<file path="config.mk">
export PLATFORM = sky130hd
export DESIGN_NAME = combination_sequence_generator_core
export DESIGN_NICKNAME = d
export VERILOG_FILES = /design/src/rtl/csg_pkg.sv /design/src/rtl/csg_req_queue.sv /design/src/rtl/csg_engine.sv /design/src/rtl/combination_sequence_generator_core.sv
export VERILOG_INCLUDE_DIRS = /design/src /design/src/rtl
export SDC_FILE = /design/constraint.sdc
export NUM_CORES = 1
export LEC_CHECK = 0
export BUFFER_PORTS_ARGS = -buffer_cell sky130_fd_sc_hd__buf_2
export CAP_MARGIN = 5
export CORE_ASPECT_RATIO = 0.5
export CORE_UTILIZATION = 57
export DETAILED_ROUTE_END_ITERATION = 10
export GPL_ROUTABILITY_DRIVEN = 0
export PLACE_DENSITY_LB_ADDON = 0.12
export SLEW_MARGIN = 20
export SYNTH_ARGS = -nofsm -noshare
export SYNTH_HDL_FRONTEND = slang
export SYNTH_HIERARCHICAL = 1
export SYNTH_SLANG_ARGS = --single-unit
</file>
<file path="constraint.sdc">
create_clock -name clk -period 6.8 [get_ports clk]
set_clock_uncertainty 0.15 [all_clocks]
set_input_delay 0 -clock clk [delete_from_list [all_inputs] [get_ports clk]]
set_output_delay 0 -clock clk [all_outputs]
set_load 0.05 [all_outputs]
</file>
<file path="src/rtl/combination_sequence_generator_core_defines.svh">
// ----------------------------------------------------------------------------
// combination sequence generator: assertion macros
// shared property forms, each clocked on clk and disabled while rst_n is low
// ----------------------------------------------------------------------------
`ifndef COMBINATION_SEQUENCE_GENERATOR_CORE_DEFINES_SVH
`define COMBINATION_SEQUENCE_GENERATOR_CORE_DEFINES_SVH

// condition holds at every edge
`define CSG_ASSERT_HOLDS(label, cond) \
  label: assert property (@(posedge clk) disable iff (!rst_n) (cond)) \
    else $error("csg: invariant violated");

// antecedent implies consequent in the same cycle
`define CSG_ASSERT_IMPLIES(label, ante, cons) \
  label: assert property (@(posedge clk) disable iff (!rst_n) (ante) |-> (cons)) \
    else $error("csg: same-cycle check failed");

// antecedent implies consequent in the next cycle
`define CSG_ASSERT_NEXT(label, ante, cons) \
  label: assert property (@(posedge clk) disable iff (!rst_n) (ante) |=> (cons)) \
    else $error("csg: next-cycle check failed");

`endif

</file>
<file path="src/rtl/csg_pkg.sv">
// ----------------------------------------------------------------------------
// csg_pkg
// widths, limits, register indexes and shared types of the combination
// sequence generator
// ----------------------------------------------------------------------------
package csg_pkg;

  // largest pick count and set size
  localparam int MAX_PICK = 8;
  localparam int MAX_SET  = 63;

  // field widths
  localparam int SLOT_W  = 6;   // element number
  localparam int POS_W   = 3;   // slot number
  localparam int PICK_W  = 4;   // pick count register
  localparam int LIMIT_W = 32;  // sequence limit and given count
  localparam int CMP_W   = 8;   // room for set size minus pick plus slot

  // configuration port
  localparam int CFG_IDX_W  = 2;
  localparam int CFG_DATA_W = 32;

  localparam logic [CFG_IDX_W-1:0] REG_SET_SIZE   = 2'd0;
  localparam logic [CFG_IDX_W-1:0] REG_PICK_COUNT = 2'd1;
  localparam logic [CFG_IDX_W-1:0] REG_SEQ_LIMIT  = 2'd2;

  // register reset values
  localparam logic [SLOT_W-1:0]  SET_SIZE_RST   = 6'd8;
  localparam logic [PICK_W-1:0]  PICK_COUNT_RST = 4'd3;
  localparam logic [LIMIT_W-1:0] SEQ_LIMIT_RST  = 32'd56;

  // request queue depth
  localparam int REQ_DEPTH = 2;
  localparam int REQ_PTR_W = 1;
  localparam int REQ_CNT_W = 2;

  // head of the request queue as seen by the engine
  typedef struct packed {
    logic valid;
    logic restart;
  } csg_req_t;

endpackage

</file>
<file path="src/rtl/csg_req_queue.sv">
// ----------------------------------------------------------------------------
// csg_req_queue
// front end: accepts request words and holds them in a short queue
// until the engine takes them
// ----------------------------------------------------------------------------
`include "combination_sequence_generator_core_defines.svh"

module csg_req_queue (
  input  logic              clk,
  input  logic              rst_n,
  input  logic              push,
  input  logic              in_restart,
  output logic              full,
  input  logic              req_pop,
  output csg_pkg::csg_req_t req
);
  import csg_pkg::*;

  logic                 store_r [REQ_DEPTH];
  logic [REQ_PTR_W-1:0] wr_ptr_r;
  logic [REQ_PTR_W-1:0] rd_ptr_r;
  logic [REQ_CNT_W-1:0] cnt_r;
  logic                 do_push;
  logic                 do_pop;

  // handshake qualifiers
  assign full    = (cnt_r == REQ_CNT_W'(REQ_DEPTH));
  assign do_push = push && !full;
  assign do_pop  = req_pop && (cnt_r != '0);

  // head word
  assign req.valid   = (cnt_r != '0);
  assign req.restart = store_r[rd_ptr_r];

  // storage
  always_ff @(posedge clk) begin
    if (do_push) begin
      store_r[wr_ptr_r] <= in_restart;
    end
  end

  // pointers and fill count
  always_ff @(posedge clk) begin
    if (!rst_n) begin
      wr_ptr_r <= '0;
      rd_ptr_r <= '0;
      cnt_r    <= '0;
    end else begin
      if (do_push) begin
        wr_ptr_r <= wr_ptr_r + REQ_PTR_W'(1);
      end
      if (do_pop) begin
        rd_ptr_r <= rd_ptr_r + REQ_PTR_W'(1);
      end
      case ({do_push, do_pop})
        2'b10:   cnt_r <= cnt_r + REQ_CNT_W'(1);
        2'b01:   cnt_r <= cnt_r - REQ_CNT_W'(1);
        default: cnt_r <= cnt_r;
      endcase
    end
  end

  // checks
  `CSG_ASSERT_HOLDS(a_cnt_in_range, cnt_r <= REQ_CNT_W'(REQ_DEPTH))
  `CSG_ASSERT_IMPLIES(a_ptr_match, cnt_r == '0 || cnt_r == REQ_CNT_W'(REQ_DEPTH), wr_ptr_r == rd_ptr_r)

endmodule

</file>
<file path="src/rtl/csg_engine.sv">
// ----------------------------------------------------------------------------
// csg_engine
// back end: steps the slot registers for one request, then streams the
// combination out one slot per word through an output register
// ----------------------------------------------------------------------------
`include "combination_sequence_generator_core_defines.svh"

module csg_engine (
  input  logic                         clk,
  input  logic                         rst_n,
  input  logic [csg_pkg::SLOT_W-1:0]   set_size,
  input  logic [csg_pkg::PICK_W-1:0]   pick_count,
  input  logic [csg_pkg::LIMIT_W-1:0]  seq_limit,
  input  csg_pkg::csg_req_t            req,
  output logic                         req_pop,
  input  logic                         pop,
  output logic                         empty,
  output logic                         out_exhausted,
  output logic [csg_pkg::POS_W-1:0]    out_position,
  output logic [csg_pkg::SLOT_W-1:0]   out_element,
  output logic                         out_last
);
  import csg_pkg::*;

  typedef enum logic {S_IDLE, S_EMIT} state_t;

  state_t              state_r;
  logic [SLOT_W-1:0]   slots_r [MAX_PICK];
  logic [LIMIT_W-1:0]  count_r;
  logic                exh_r;
  logic [POS_W-1:0]    idx_r;
  logic [POS_W-1:0]    last_idx_r;
  logic                out_valid_r;
  logic                out_exh_r;
  logic [POS_W-1:0]    out_pos_r;
  logic [SLOT_W-1:0]   out_elem_r;
  logic                out_last_r;

  logic [SLOT_W-1:0]   base_slots [MAX_PICK];
  logic [SLOT_W-1:0]   next_slots [MAX_PICK];
  logic [CMP_W-1:0]    bound      [MAX_PICK];
  logic [LIMIT_W-1:0]  base_count;
  logic [CMP_W-1:0]    n_ext;
  logic [CMP_W-1:0]    r_ext;
  logic                exh;
  logic                found;
  logic [POS_W-1:0]    pivot;
  logic [SLOT_W-1:0]   piv_val;
  logic                advance;
  logic                dispatch;
  logic                load;

  // request handoff and output load strobes
  assign dispatch = (state_r == S_IDLE) && req.valid;
  assign req_pop  = dispatch;
  assign load     = (state_r == S_EMIT) && (!out_valid_r || pop);

  // restart applies before the request is served
  assign base_count = req.restart ? '0 : count_r;
  assign n_ext      = CMP_W'(set_size);
  assign r_ext      = CMP_W'(pick_count);

  // classify the request
  assign exh = (pick_count == '0) || (pick_count > PICK_W'(MAX_PICK)) ||
               (r_ext > n_ext) || (base_count >= seq_limit);

  // per-slot start value and upper bound
  always_comb begin
    for (int i = 0; i < MAX_PICK; i++) begin
      base_slots[i] = req.restart ? SLOT_W'(i) : slots_r[i];
      bound[i]      = n_ext - r_ext + CMP_W'(i);
    end
  end

  // rightmost slot that can still be bumped
  always_comb begin
    found = 1'b0;
    pivot = '0;
    for (int i = 0; i < MAX_PICK; i++) begin
      if ((CMP_W'(i) < r_ext) && (CMP_W'(base_slots[i]) < bound[i])) begin
        found = 1'b1;
        pivot = POS_W'(i);
      end
    end
  end

  assign piv_val = base_slots[pivot];
  assign advance = (base_count != '0) && found;

  // bump the pivot and refill the slots to its right
  always_comb begin
    for (int j = 0; j < MAX_PICK; j++) begin
      next_slots[j] = base_slots[j];
      if (advance && (POS_W'(j) >= pivot) && (CMP_W'(j) < r_ext)) begin
        next_slots[j] = piv_val + SLOT_W'(POS_W'(j) - pivot) + SLOT_W'(1);
      end
    end
  end

  // sequencer, slot state and output register
  always_ff @(posedge clk) begin
    if (!rst_n) begin
      state_r     <= S_IDLE;
      count_r     <= '0;
      exh_r       <= 1'b0;
      idx_r       <= '0;
      last_idx_r  <= '0;
      out_valid_r <= 1'b0;
      for (int i = 0; i < MAX_PICK; i++) begin
        slots_r[i] <= SLOT_W'(i);
      end
    end else begin
      // output word valid: set on load, cleared when popped
      if (load) begin
        out_valid_r <= 1'b1;
      end else if (pop) begin
        out_valid_r <= 1'b0;
      end
      case (state_r)
        S_IDLE: begin
          if (dispatch) begin
            for (int i = 0; i < MAX_PICK; i++) begin
              slots_r[i] <= exh ? base_slots[i] : next_slots[i];
            end
            count_r    <= exh ? base_count : base_count + LIMIT_W'(1);
            exh_r      <= exh;
            last_idx_r <= exh ? '0 : POS_W'(pick_count - PICK_W'(1));
            idx_r      <= '0;
            state_r    <= S_EMIT;
          end
        end
        S_EMIT: begin
          if (load) begin
            out_exh_r   <= exh_r;
            out_pos_r   <= idx_r;
            out_elem_r  <= exh_r ? '0 : slots_r[idx_r];
            out_last_r  <= (idx_r == last_idx_r);
            if (idx_r == last_idx_r) begin
              state_r <= S_IDLE;
            end else begin
              idx_r <= idx_r + POS_W'(1);
            end
          end
        end
        default: state_r <= S_IDLE;
      endcase
    end
  end

  // result ports
  assign empty         = !out_valid_r;
  assign out_exhausted = out_exh_r;
  assign out_position  = out_pos_r;
  assign out_element   = out_elem_r;
  assign out_last      = out_last_r;

  // checks
  `CSG_ASSERT_IMPLIES(a_exh_word, out_valid_r && out_exh_r, out_last_r && out_elem_r == '0)
  `CSG_ASSERT_IMPLIES(a_exh_pos, out_valid_r && out_exh_r, out_pos_r == '0)
  `CSG_ASSERT_IMPLIES(a_idx_bound, state_r == S_EMIT, idx_r <= last_idx_r)
  `CSG_ASSERT_NEXT(a_count_hold, !dispatch, $stable(count_r))
  `CSG_ASSERT_IMPLIES(a_exh_single, state_r == S_EMIT && exh_r, last_idx_r == '0)

endmodule

</file>
<file path="src/rtl/combination_sequence_generator_core.sv">
// ----------------------------------------------------------------------------
// combination_sequence_generator_core
// lexicographic r-of-n combination generator with queue-style ports
// ----------------------------------------------------------------------------
// Each request word yields one combination as pick_count result words, slot 0
// first, the final one flagged by out_last; a request past the limit or with a
// pick count that is zero, above MAX_PICK or above the set size yields a
// single exhausted word. The engine steps the slot registers, then loads the
// result words one by one into the single output register whenever it is empty
// or being popped, and takes the next request only after loading the last word.
// A two-word request queue takes new requests while the engine works.
// Registers: 0 set_size, 1 pick_count, 2 sequence_limit; write them only when
// no request is pending and all results have been popped.
// ----------------------------------------------------------------------------
module combination_sequence_generator_core (
  input  logic                             clk,
  input  logic                             rst_n,
  input  logic                             cfg_we,
  input  logic [csg_pkg::CFG_IDX_W-1:0]    cfg_index,
  input  logic [csg_pkg::CFG_DATA_W-1:0]   cfg_wdata,
  input  logic                             push,
  output logic                             full,
  input  logic                             in_restart,
  output logic                             empty,
  input  logic                             pop,
  output logic                             out_exhausted,
  output logic [csg_pkg::POS_W-1:0]        out_position,
  output logic [csg_pkg::SLOT_W-1:0]       out_element,
  output logic                             out_last
);
  import csg_pkg::*;

  logic [SLOT_W-1:0]  set_size_r;
  logic [PICK_W-1:0]  pick_count_r;
  logic [LIMIT_W-1:0] seq_limit_r;
  csg_req_t           req;
  logic               req_pop;

  // configuration registers
  always_ff @(posedge clk) begin
    if (!rst_n) begin
      set_size_r   <= SET_SIZE_RST;
      pick_count_r <= PICK_COUNT_RST;
      seq_limit_r  <= SEQ_LIMIT_RST;
    end else if (cfg_we) begin
      case (cfg_index)
        REG_SET_SIZE:   set_size_r   <= cfg_wdata[SLOT_W-1:0];
        REG_PICK_COUNT: pick_count_r <= cfg_wdata[PICK_W-1:0];
        REG_SEQ_LIMIT:  seq_limit_r  <= cfg_wdata[LIMIT_W-1:0];
        default: ;
      endcase
    end
  end

  // front end: request queue
  csg_req_queue u_req_queue (
    .clk        (clk),
    .rst_n      (rst_n),
    .push       (push),
    .in_restart (in_restart),
    .full       (full),
    .req_pop    (req_pop),
    .req        (req)
  );

  // back end: stepping and streaming
  csg_engine u_engine (
    .clk           (clk),
    .rst_n         (rst_n),
    .set_size      (set_size_r),
    .pick_count    (pick_count_r),
    .seq_limit     (seq_limit_r),
    .req           (req),
    .req_pop       (req_pop),
    .pop           (pop),
    .empty         (empty),
    .out_exhausted (out_exhausted),
    .out_position  (out_position),
    .out_element   (out_element),
    .out_last      (out_last)
  );

endmodule
</file>
-- Word-level counts from Yosys, hierarchy flattened
Memories as Yosys holds them, arrays and structs flattened. A register that Yosys moved wholly into a read port is not among the register bits.
Index checks and enable logic that the tools add are counted.
- bits in registers: 92
- latch bits: 0
- memory bits (writable): 50
- memory bits (read-only): 0
- input bits: 40
- output and inout bits: 13
- logic and storage cells: 222
- memories: 2
- memory list (memory ; depth ; width ; rd ports ; clocked after memory_dff ; wr ports ; line ; source):
    u_engine.slots_r ; 8 ; 6 ; 9 ; 1 ; 8 ; csg_engine.sv:28 ; logic [SLOT_W-1:0] slots_r [MAX_PICK];
    u_req_queue.store_r ; 2 ; 1 ; 1 ; 1 ; 1 ; csg_req_queue.sv:19 ; logic store_r [REQ_DEPTH];
- $add $sub $neg: 39
- multiply operators: 0
- divide/modulo/power cells: 0
- magnitude comparators: 28
- eq/ne operators: 9
- shift-type cells: 0
- muxes and demuxes: 72
- bitwise gates (word level): 10
- reduce and logical (&&, ||, !) cells: 47
- operators with widths (cell ; number):
    6-bit two-way mux ; 34
    6-bit by 8-bit < comparator with 1-bit output ; 8
    32-bit two-way mux ; 2
    6-bit by 1-bit adder with 6-bit output, second input constant ; 8
    6-bit adder ; 8
    32-bit by 1-bit adder with 32-bit output, second input constant ; 1
    8-bit by 3-bit adder with 8-bit output, second input constant ; 4
    32-bit >= comparator ; 1
    32-bit nonzero test ; 1
    1-bit logical AND ; 29
    3-bit two-way mux ; 8
    1-bit two-way mux ; 22
    6-bit binary-select mux with 3-bit select ; 1
    8-bit by 2-bit adder with 8-bit output, second input constant ; 2
    3-bit by 4-bit < comparator with 1-bit output, first input constant ; 4
    3-bit by 3-bit subtractor with 4-bit output, first input constant ; 4
    3-bit >= comparator, first input constant ; 4
    8-bit by 1-bit adder with 8-bit output, second input constant ; 1
    1-bit by 4-bit < comparator with 1-bit output, first input constant ; 2
    2-bit by 4-bit < comparator with 1-bit output, first input constant ; 2
    1-bit bitwise OR ; 8
    2-bit AND reduction ; 4
    1-bit by 3-bit subtractor with 4-bit output, first input constant ; 2
    2-bit by 3-bit subtractor with 4-bit output, first input constant ; 2
    27 further kinds ; 43

-- Logic depth before layout (Yosys ltp)
Gate-level depths: netlist (run 1).
- word-level depth: 20
- mapped depth: 36

-- Cells and area by module
The synthesis (run 1) kept the hierarchy.
- by module, submodules not included (module ; instances ; cells an instance ; area each (sq um)):
    csg_engine ; 1 ; 1239 ; 10313.6
    combination_sequence_generator_core ; 1 ; 181 ; 1717.9
    csg_req_queue ; 1 ; 30 ; 301.5

-- Worst setup path after synthesis (run 1)
No wires, ideal clock.
- path kind: flip-flop to flip-flop
- start: register pick_count_r[2]
- end: memory u_engine.slots_r[6][5], data pin
- arrival: 6.709 ns
- path slack: -0.315 ns
- cell stages (with the launch flop): 32
- buffers on the path: 4
- clock period less this slack: 7.115 ns
- path through: dfxtp_1 clkbuf_1 inv_1 ha_1 buf_2 o21ai_0 a21oi_1 a21oi_1 ha_1 clkbuf_1 inv_1 nand2_1 xnor2_1 ha_1 o21ai_0 nor2_1 a21oi_1 o21ai_2 o21ai_1 a21oi_4 clkbuf_1 inv_1 ha_1 ha_1 inv_1 ha_1 a21o_1 a21o_1 a21oi_1 xor2_1 xnor2_1 o211a_1
- RTL lines (what ; line ; source):
    start: declaration ; combination_sequence_generator_core.sv:34 ; logic [PICK_W-1:0] pick_count_r;
    start signal: assignment ; combination_sequence_generator_core.sv:48 ; REG_PICK_COUNT: pick_count_r <= cfg_wdata[PICK_W-1:0];
    end: declaration ; csg_engine.sv:28 ;

==> results by group, run 1 <==
CTS
  • Cts bufs inserted: 17
  • Skew-Pair Late Insertion Delay: approximately 0.45 ns
  • CTS root buf: clkbuf_16
  • Clk slew on worst S/H paths: about 0.08 ns
  • Clk sink count: 149
  • CTS tree: built
  • CTS HTree Levels: 4
  • Clk buf depth: 2

Floorplan
  • Cell Rows: 37
  • DIE AREA: 22300 sq um
  • Starting Density: 59.1%
  • Number of I/O pins: 53
  • Total core area: 20900 sq um
  • Die Ht: 106 microns
  • Die width: between 200 and 250 microns

Min path
  • Hold Path Sink: u_req_queue/store_r[0]
  • Hold path depth: 2
  • Hold Path Class: primary input to flop
  • Worst hold start: in_restart

Yosys
  • Synth area leader: edfxtp_1
  • XOR/XNOR share of the synthesized area: 4.40%
  • Synth Area in Compound Gates: 17.6%
  • Mapped cell area: 12300 sq um
  • Simple-gate area share of the yosys netlist: approximately a fifth
  • Post-synth cell types: 87
  • Number of synthesized flops with an enable pin: 61
  • FF+latch count, synth: 149
  • Async set-reset flop share out of synthesis: 0%
  • Cells after Synth: roughly 1500
  • Syn nets: between 1500 and 2000
  • Adder-Cell Fraction of Synth Area: 13.9%
  • Top cell type's share of synthesized area: 14.9%
  • Portion of netlist area occupied by mux cells: 8.84%
  • Synth warn: 6
  • Main combinational cell family by area after synthesis: simple AND/OR/NAND/NOR gates
  • Synth cell count leaders: nand2_1 (140), ha_1 (129), nor2_1 (124)
  • Synth area leaders: edfxtp_1 (15%), dfxtp_1 (14%), ha_1 (13%)
  • Mean post-synth cell area: 8.51 sq um
  • Sequential share of the synthesized area: 29.1%
  • Most numerous cell in the Yosys netlist: nand2_1
  • Predominant post-synthesis flop cell: dfxtp_1

Drt
  • DR vias: 11736
  • Routed len/inst: approximately 21 microns
  • Total wire length: 39500 microns
  • Routed Antenna Nets: 0
  • DR pass1 iterations: 6
  • Drt via density: 6.27
  • DR iter-0 viols: 1361
  • DRC violations left: 0

Timing
  • Relative slew slack: 23.7%
  • RSZ-0062 raised after global routing: false
  • Final-report hold violation count: 0
  • Fmax: between 0.15 and 0.2 GHz
  • Count of final max-slew check failures: 0
  • Min cycle time layout: 6.47 ns
  • Post-route clock period utilization: 95.1%
  • Final Setup Violations: 0
  • Final setup TNS: 0 ns
  • Worst-Margin Slew: approximately 1.1 ns

Global routing
  • Largest net degree at the start of global routing: 70
  • GR Util All Layers: 36.0%
  • First-pass GRT wire length: approximately 62000 microns
  • Total gr overflow: 0
  • Antenna violations before repair: 3
  • Number of global-route vias before repair: 11487

Power
  • Tot Pwr: 5.55 mW
  • Pwr/cell area: 388 nW/um^2
  • Leakage: 5.94 nW
  • Peak VDD IR: about 0.37 mV

Run status
  • Status: finished clean

Setup path
  • Worst stage delay on the critical path: 0.41 ns
  • CP arrival: 6.61 ns
  • Worst reg2reg endpoint: u_engine/slots_r[1][5]
  • Reg2Reg Depth: 31
  • WP depth: 31
  • Worst path slowest cell: or4_1
  • R2R Setup Slk: 0.33 ns
  • Crit path max fanout: 13
  • Crit Reg-Reg Startpoint: set_size_r[0]
  • CP Class: flop to flop
  • Crit path buffers/inverters: 4
  • Delay-heaviest family, CP: compound AO/OA/AOI/OAI gates
  • Endpoint type of the worst setup path: flop
  • CP required: around 6.9 ns
  • Worst setup SP type: flop

Flow run
  • MaxCap Viol Count: 0

Finish
  • Fillers: ~1700
  • Nets: approximately 1700
  • Fin util: 68.5%
  • Share of cells above drive strength 1: 13.1%
  • Syn-to-layout area delta: 16.0%

Placement
  • IO Port Bufs: 52
  • Hpwl dp: 27100 microns
## power breakdown
| group | internal [mW] | switching (mW) |
|---|---|---|
| registers | 1.09 | 0.0721 |
| clock network | 0.505 | 0.450 |
| logic | 1.36 | 2.07 |
| total | 2.95 | 2.59 |
## routing by layer
metal  GRT usage [%]  share of wire, %  vias up
met2            58.2                45      572
met4            20.8               5.1        2
met3            9.22               8.7      156
met5               0             0.028        -
li1                -                 -     5410
met1            43.9                41     5596
## sequential cells by signal, summed over array words and instances, names as in the netlist, named ones only
signal / flops
u_engine/out_valid_r: 1
u_engine/exh_r: 1
set_size_r: 6
u_engine/idx_r: 3
u_engine/out_element: 6
seq_limit_r: 32
u_engine/last_idx_r: 3
u_engine/out_position: 3
u_engine/slots_r: 48
u_engine/count_r: 32
u_req_queue/cnt_r: 2
pick_count_r: 4
u_engine/out_exhausted: 1
u_req_queue/rd_ptr_r: 1
u_req_queue/wr_ptr_r: 1
u_req_queue/store_r: 2
u_engine/state_r: 1
u_engine/out_last: 1
## cell families after synthesis
logic type	Yosys count
and+or+nand+nor	498
xor gates and xnor gates	62
muxes	92
buffers and inverters	176
DFF	149
adders and majority gates	134
AOI/OAI and AO/OA	339
## cell usage in the layout, fill, tap and decap left out, drive strengths merged, types with 13 or more instances in the layout
cell type | netlist | final
nand2 | 140 | 140
ha | 129 | 129
nor2 | 125 | 125
inv | 103 | 112
a21oi | 103 | 103
buf | 16 | 100
dfxtp | 88 | 88
o21ai | 87 | 87
mux2i | 75 | 75
nor2b | 69 | 69
dlygate4sd3 | 0 | 66
edfxtp | 61 | 61
xnor2 | 43 | 43
a21o | 38 | 38
nand3 | 28 | 28
a31oi | 22 | 22
xor2 | 19 | 19
nand4 | 19 | 19
clkbuf | 55 | 18
nor3 | 18 | 18
or2 | 15 | 15
nor4 | 13 | 13
## final cells by class
cell class | instances | area, sq um | share of cell area (%)
clock inverters | 14 | 130 | 0.910
flip-flops and latches | 149 | 3590 | 25.1
repair buffers | 166 | 1280 | 8.96
diodes | 2 | 5.00 | 0.0350
well taps | 292 | 365 | 2.55
inverters | 105 | 399 | 2.79
clock buffers | 18 | 450 | 3.15
multi-input cells | 1125 | 8080 | 56.5
## what timing repair did
| item | CTS | global route |
|---|---|---|
| setup endpoints to repair | 0 | 22 |
| endpoints found under the hold margin | 52 | 0 |
| resized for setup | 0 | 14 |
| setup buffers | 0 | 7 |
| hold buffers | 66 | 0 |
## worst max-delay path by stage
| stage | slack (ns) | start | end |
|---|---|---|---|
| after floorplan | 0.04 | pick_count_r[2] | u_engine/slots_r[1][5] |
| after global placement | 0.38 | pick_count_r[3] | u_engine/slots_r[1][5] |
| after detailed placement | 0.15 | pick_count_r[3] | u_engine/slots_r[1][5] |
| after CTS | 0.07 | pick_count_r[3] | u_engine/slots_r[1][5] |
| after global routing | 0.03 | set_size_r[0] | u_engine/slots_r[1][5] |
| final | 0.33 | set_size_r[0] | u_engine/slots_r[1][5] |
## metrics by stage
stage	hold slack, ns	cells	setup slack, ns	area (sq um)
floorplan	-0.0511	1450	0.0427	12300
global placement	0.0603	1764	0.377	13000
detailed placement	0.0574	1764	0.153	13000
CTS	0.144	1862	0.0704	14200
global route	0.177	1871	0.0251	14300
finish	0.168	1871	0.331	14300
(Power assumes the default switching activity.)
==> run 2: changes to the inputs <==
--- a/config.mk
+++ b/config.mk
@@ -6,10 +6,11 @@
 export SDC_FILE = /design/constraint.sdc
 export NUM_CORES = 1
 export LEC_CHECK = 0
+export ABC_AREA = 1
 export BUFFER_PORTS_ARGS = -buffer_cell sky130_fd_sc_hd__buf_2
 export CAP_MARGIN = 5
 export CORE_ASPECT_RATIO = 0.5
-export CORE_UTILIZATION = 57
+export CORE_UTILIZATION = 58
 export DETAILED_ROUTE_END_ITERATION = 10
 export GPL_ROUTABILITY_DRIVEN = 0
 export PLACE_DENSITY_LB_ADDON = 0.12
==> results by group, run 2 <==
Timing
  • Final worst slack: 0.424 ns
  • Final setup TNS: 0 ns
  • Relative slew slack: around 28%
  • Post-route clock period utilization: 93.8%
  • Final-report hold violation count: 0
  • Count of final max-slew check failures: 0
  • Worst-Margin Slew: 1.08 ns
  • Fmax: 0.157 GHz
  • Min cycle time layout: 6.38 ns
  • RSZ-0062 raised after global routing: true
  • Final Hold Slack: ~0.096 ns
  • Final Setup Violations: 0

Global routing
  • Largest net degree at the start of global routing: 62
  • Antenna violations before repair: 0
  • GR Util All Layers: 34.1%
  • Number of global-route vias before repair: 11503
  • Total gr overflow: 0
  • First-pass GRT wire length: 59500 microns

Placement
  • Post-Place Cells: 2122
  • Post-placement worst setup slack: 0.476 ns
  • DP Area: ~13000 sq um
  • Hpwl dp: ~28000 microns
  • IO Port Bufs: 52

Yosys
  • Synth area leader: edfxtp_1
  • Number of synthesized flops with an enable pin: 61
  • Synth area leaders: edfxtp_1 (15%), dfxtp_1 (14%), ha_1 (13%)
  • Cells after Synth: 1819
  • Synth warn: 6
  • Top cell type's share of synthesized area: ~15%
  • Most numerous cell in the Yosys netlist: inv_1
  • Mean post-synth cell area: a little under 7 sq um
  • Synth cell count leaders: inv_1 (321), nand2_1 (280), nor2_1 (235)
  • Post-synth cell types: 56
  • Syn nets: 1993
  • Mapped cell area: 12600 sq um
  • Async set-reset flop share out of synthesis: 0%
  • Sequential share of the synthesized area: 28.6%
  • Predominant post-synthesis flop cell: dfxtp_1
  • FF+latch count, synth: between 100 and 150

Setup path
  • Reg2Reg Depth: 40
  • Crit path max fanout: 29
  • Crit Reg-Reg Startpoint: pick_count_r[2]
  • CP required: between 6 and 7 ns
  • Cell mode on critical path: nand2_1
  • Worst reg2reg endpoint: u_engine/slots_r[5][5]
  • CP Class: flop to flop
  • Crit. Startpoint: pick_count_r[2]
  • Endpoint type of the worst setup path: flop
  • CP arrival: 6.41 ns
  • Worst path slowest cell: dfxtp_1
  • Crit path buffers/inverters: 8
  • Worst stage delay on the critical path: 0.44 ns
  • R2R Setup Slk: 0.42 ns
  • Worst setup SP type: flop
  • WP depth: 40
  • Delay-heaviest family, CP: simple AND/OR/NAND/NOR gates

Floorplan
  • Number of I/O pins: 53
  • Cell Rows: 37
  • Die width: 210 microns
  • Die Ht: about 110 microns
  • Total core area: 20900 sq um
  • DIE AREA: roughly 22000 sq um
  • Starting Density: between 60% and 70%

Finish
  • Fillers: around 1800
  • Largest regs: u_engine/slots_r x48, seq_limit_r x32, u_engine/count_r x32
  • Final instance area: ~14000 sq um
  • Post-Layout Cell Count: 2204
  • Nets: 2073
  • Inserted Diodes: 0
  • Syn-to-layout area delta: 11.9%
  • Share of cells above drive strength 1: 9.68%
  • Most frequent cells in the layout: inv_1 (319), nand2_1 (280), nor2_1 (234)
  • Commonest non-fill, non-tap cell in the layout: inv_1
  • Fin util: 67.4%
  • Most flops, register: u_engine/slots_r
  • Max FFs per register: 48

CTS
  • CTS HTree Levels: 4
  • Clk buf depth: 2
  • Skew-Pair Late Insertion Delay: 0.44 ns
  • Cts bufs inserted: 17
  • Clk slew on worst S/H paths: 0.07 ns
  • CTS root buf: clkbuf_16
  • Clk sink count: about 150
  • CTS tree: built

Power
  • Peak VDD IR: 0.241 mV
  • Sequential Power Share: 20.0%
  • Net Switching: between 3 and 4 mW
  • Internal power: 2.97 mW
  • Clk network pwr share: 15.5%
  • Tot Pwr: 5.98 mW
  • Combinational Power Share: 64.6%
  • Switching Share: slightly above 50%
  • Pwr/cell area: 425 nW/um^2
  • Leakage: 6.45 nW

Min path
  • Hold path depth: 3
  • Hold Path Sink: u_req_queue/wr_ptr_r
  • Hold Path Class: primary input to flop
  • Worst hold start: rst_n

Drt
  • Drt via density: 5.63
  • DR pass1 iterations: 6
  • DRC violations left: 0
  • Routed len/inst: 16.9 microns
  • Routed Antenna Nets: 0
  • DR vias: around 12000
  • Total wire length: around 37000 microns
  • DR iter-0 viols: 1438

Run status
  • Status: finished clean

Flow run
  • MaxCap Viol Count: 0
-- run 2: kinds of logic (layout without fill, tap and decap cells) --
group	count (synthesis)	count (layout)	synth area share [%]
and+or+nand+nor	724	724	25.8
buffers and inverters	398	491	12.7
AOI/OAI and AO/OA	360	360	15.5
DFF	149	149	28.6
adders and majority gates	134	134	13.6
xor gates and xnor gates	53	53	3.69
muxes	1	1	0.0895
-- run 2: worst max path at each step --
stage / end
final: u_engine/slots_r[5][5]
after global placement: u_engine/slots_r[1][5]
after global routing: u_engine/slots_r[1][5]
after floorplan: u_engine/slots_r[1][5]
after CTS: u_engine/slots_r[1][5]
after detailed placement: u_engine/slots_r[1][5]
-- run 2: repair_timing --
action / in CTS / in global routing
setup endpoints to repair: 0 / 6
hold buffers: 46 / 0
gates resized for setup: 0 / 6
setup buffers: 0 / 3
hold endpoints to repair: 51 / 0
-- run 2: area by class of cell --
class / count / area [sq um] / area share, %
Clock buffer: 18 / 450 / 3.20
Clock inverter: 14 / 124 / 0.880
Inverter: 346 / 1310 / 9.27
Multi-Input combinational cell: 1272 / 7400 / 52.6
Sequential cell: 149 / 3590 / 25.5
Tap cell: 292 / 365 / 2.60
Timing Repair Buffer: 112 / 826 / 5.87
Timing Repair inverter: 1 / 7.51 / 0.0533
-- run 2: tightest hold or removal path: cells and delay by family --
| kind | cells | cell delay [ns] |
|---|---|---|
| buf+inv | 1 | 0.43 |
| simple gates | 2 | 0.22 |
-- run 2: power groups by stage --
stage	registers, mW	logic (mW)	clock network (mW)
6_report	1.19	3.86	0.926
5_1_grt	1.21	4.24	0.965
4_1_cts	1.19	3.70	0.936
3_5_place_dp	1.21	3.63	0
3_3_place_gp	1.20	3.55	0
2_1_floorplan	1.23	2.73	0
-- run 2: metal layers --
| layer | global-route usage, % | part of all wire, % | vias up |
|---|---|---|---|
| met3 | 6.82 | 9.7 | 94 |
| met2 | 55.6 | 45 | 613 |
| li1 | - | - | 6076 |
| met4 | 13.9 | 3.4 | 0 |
| met1 | 44.3 | 42 | 5618 |
| met5 | 0 | 0 | - |
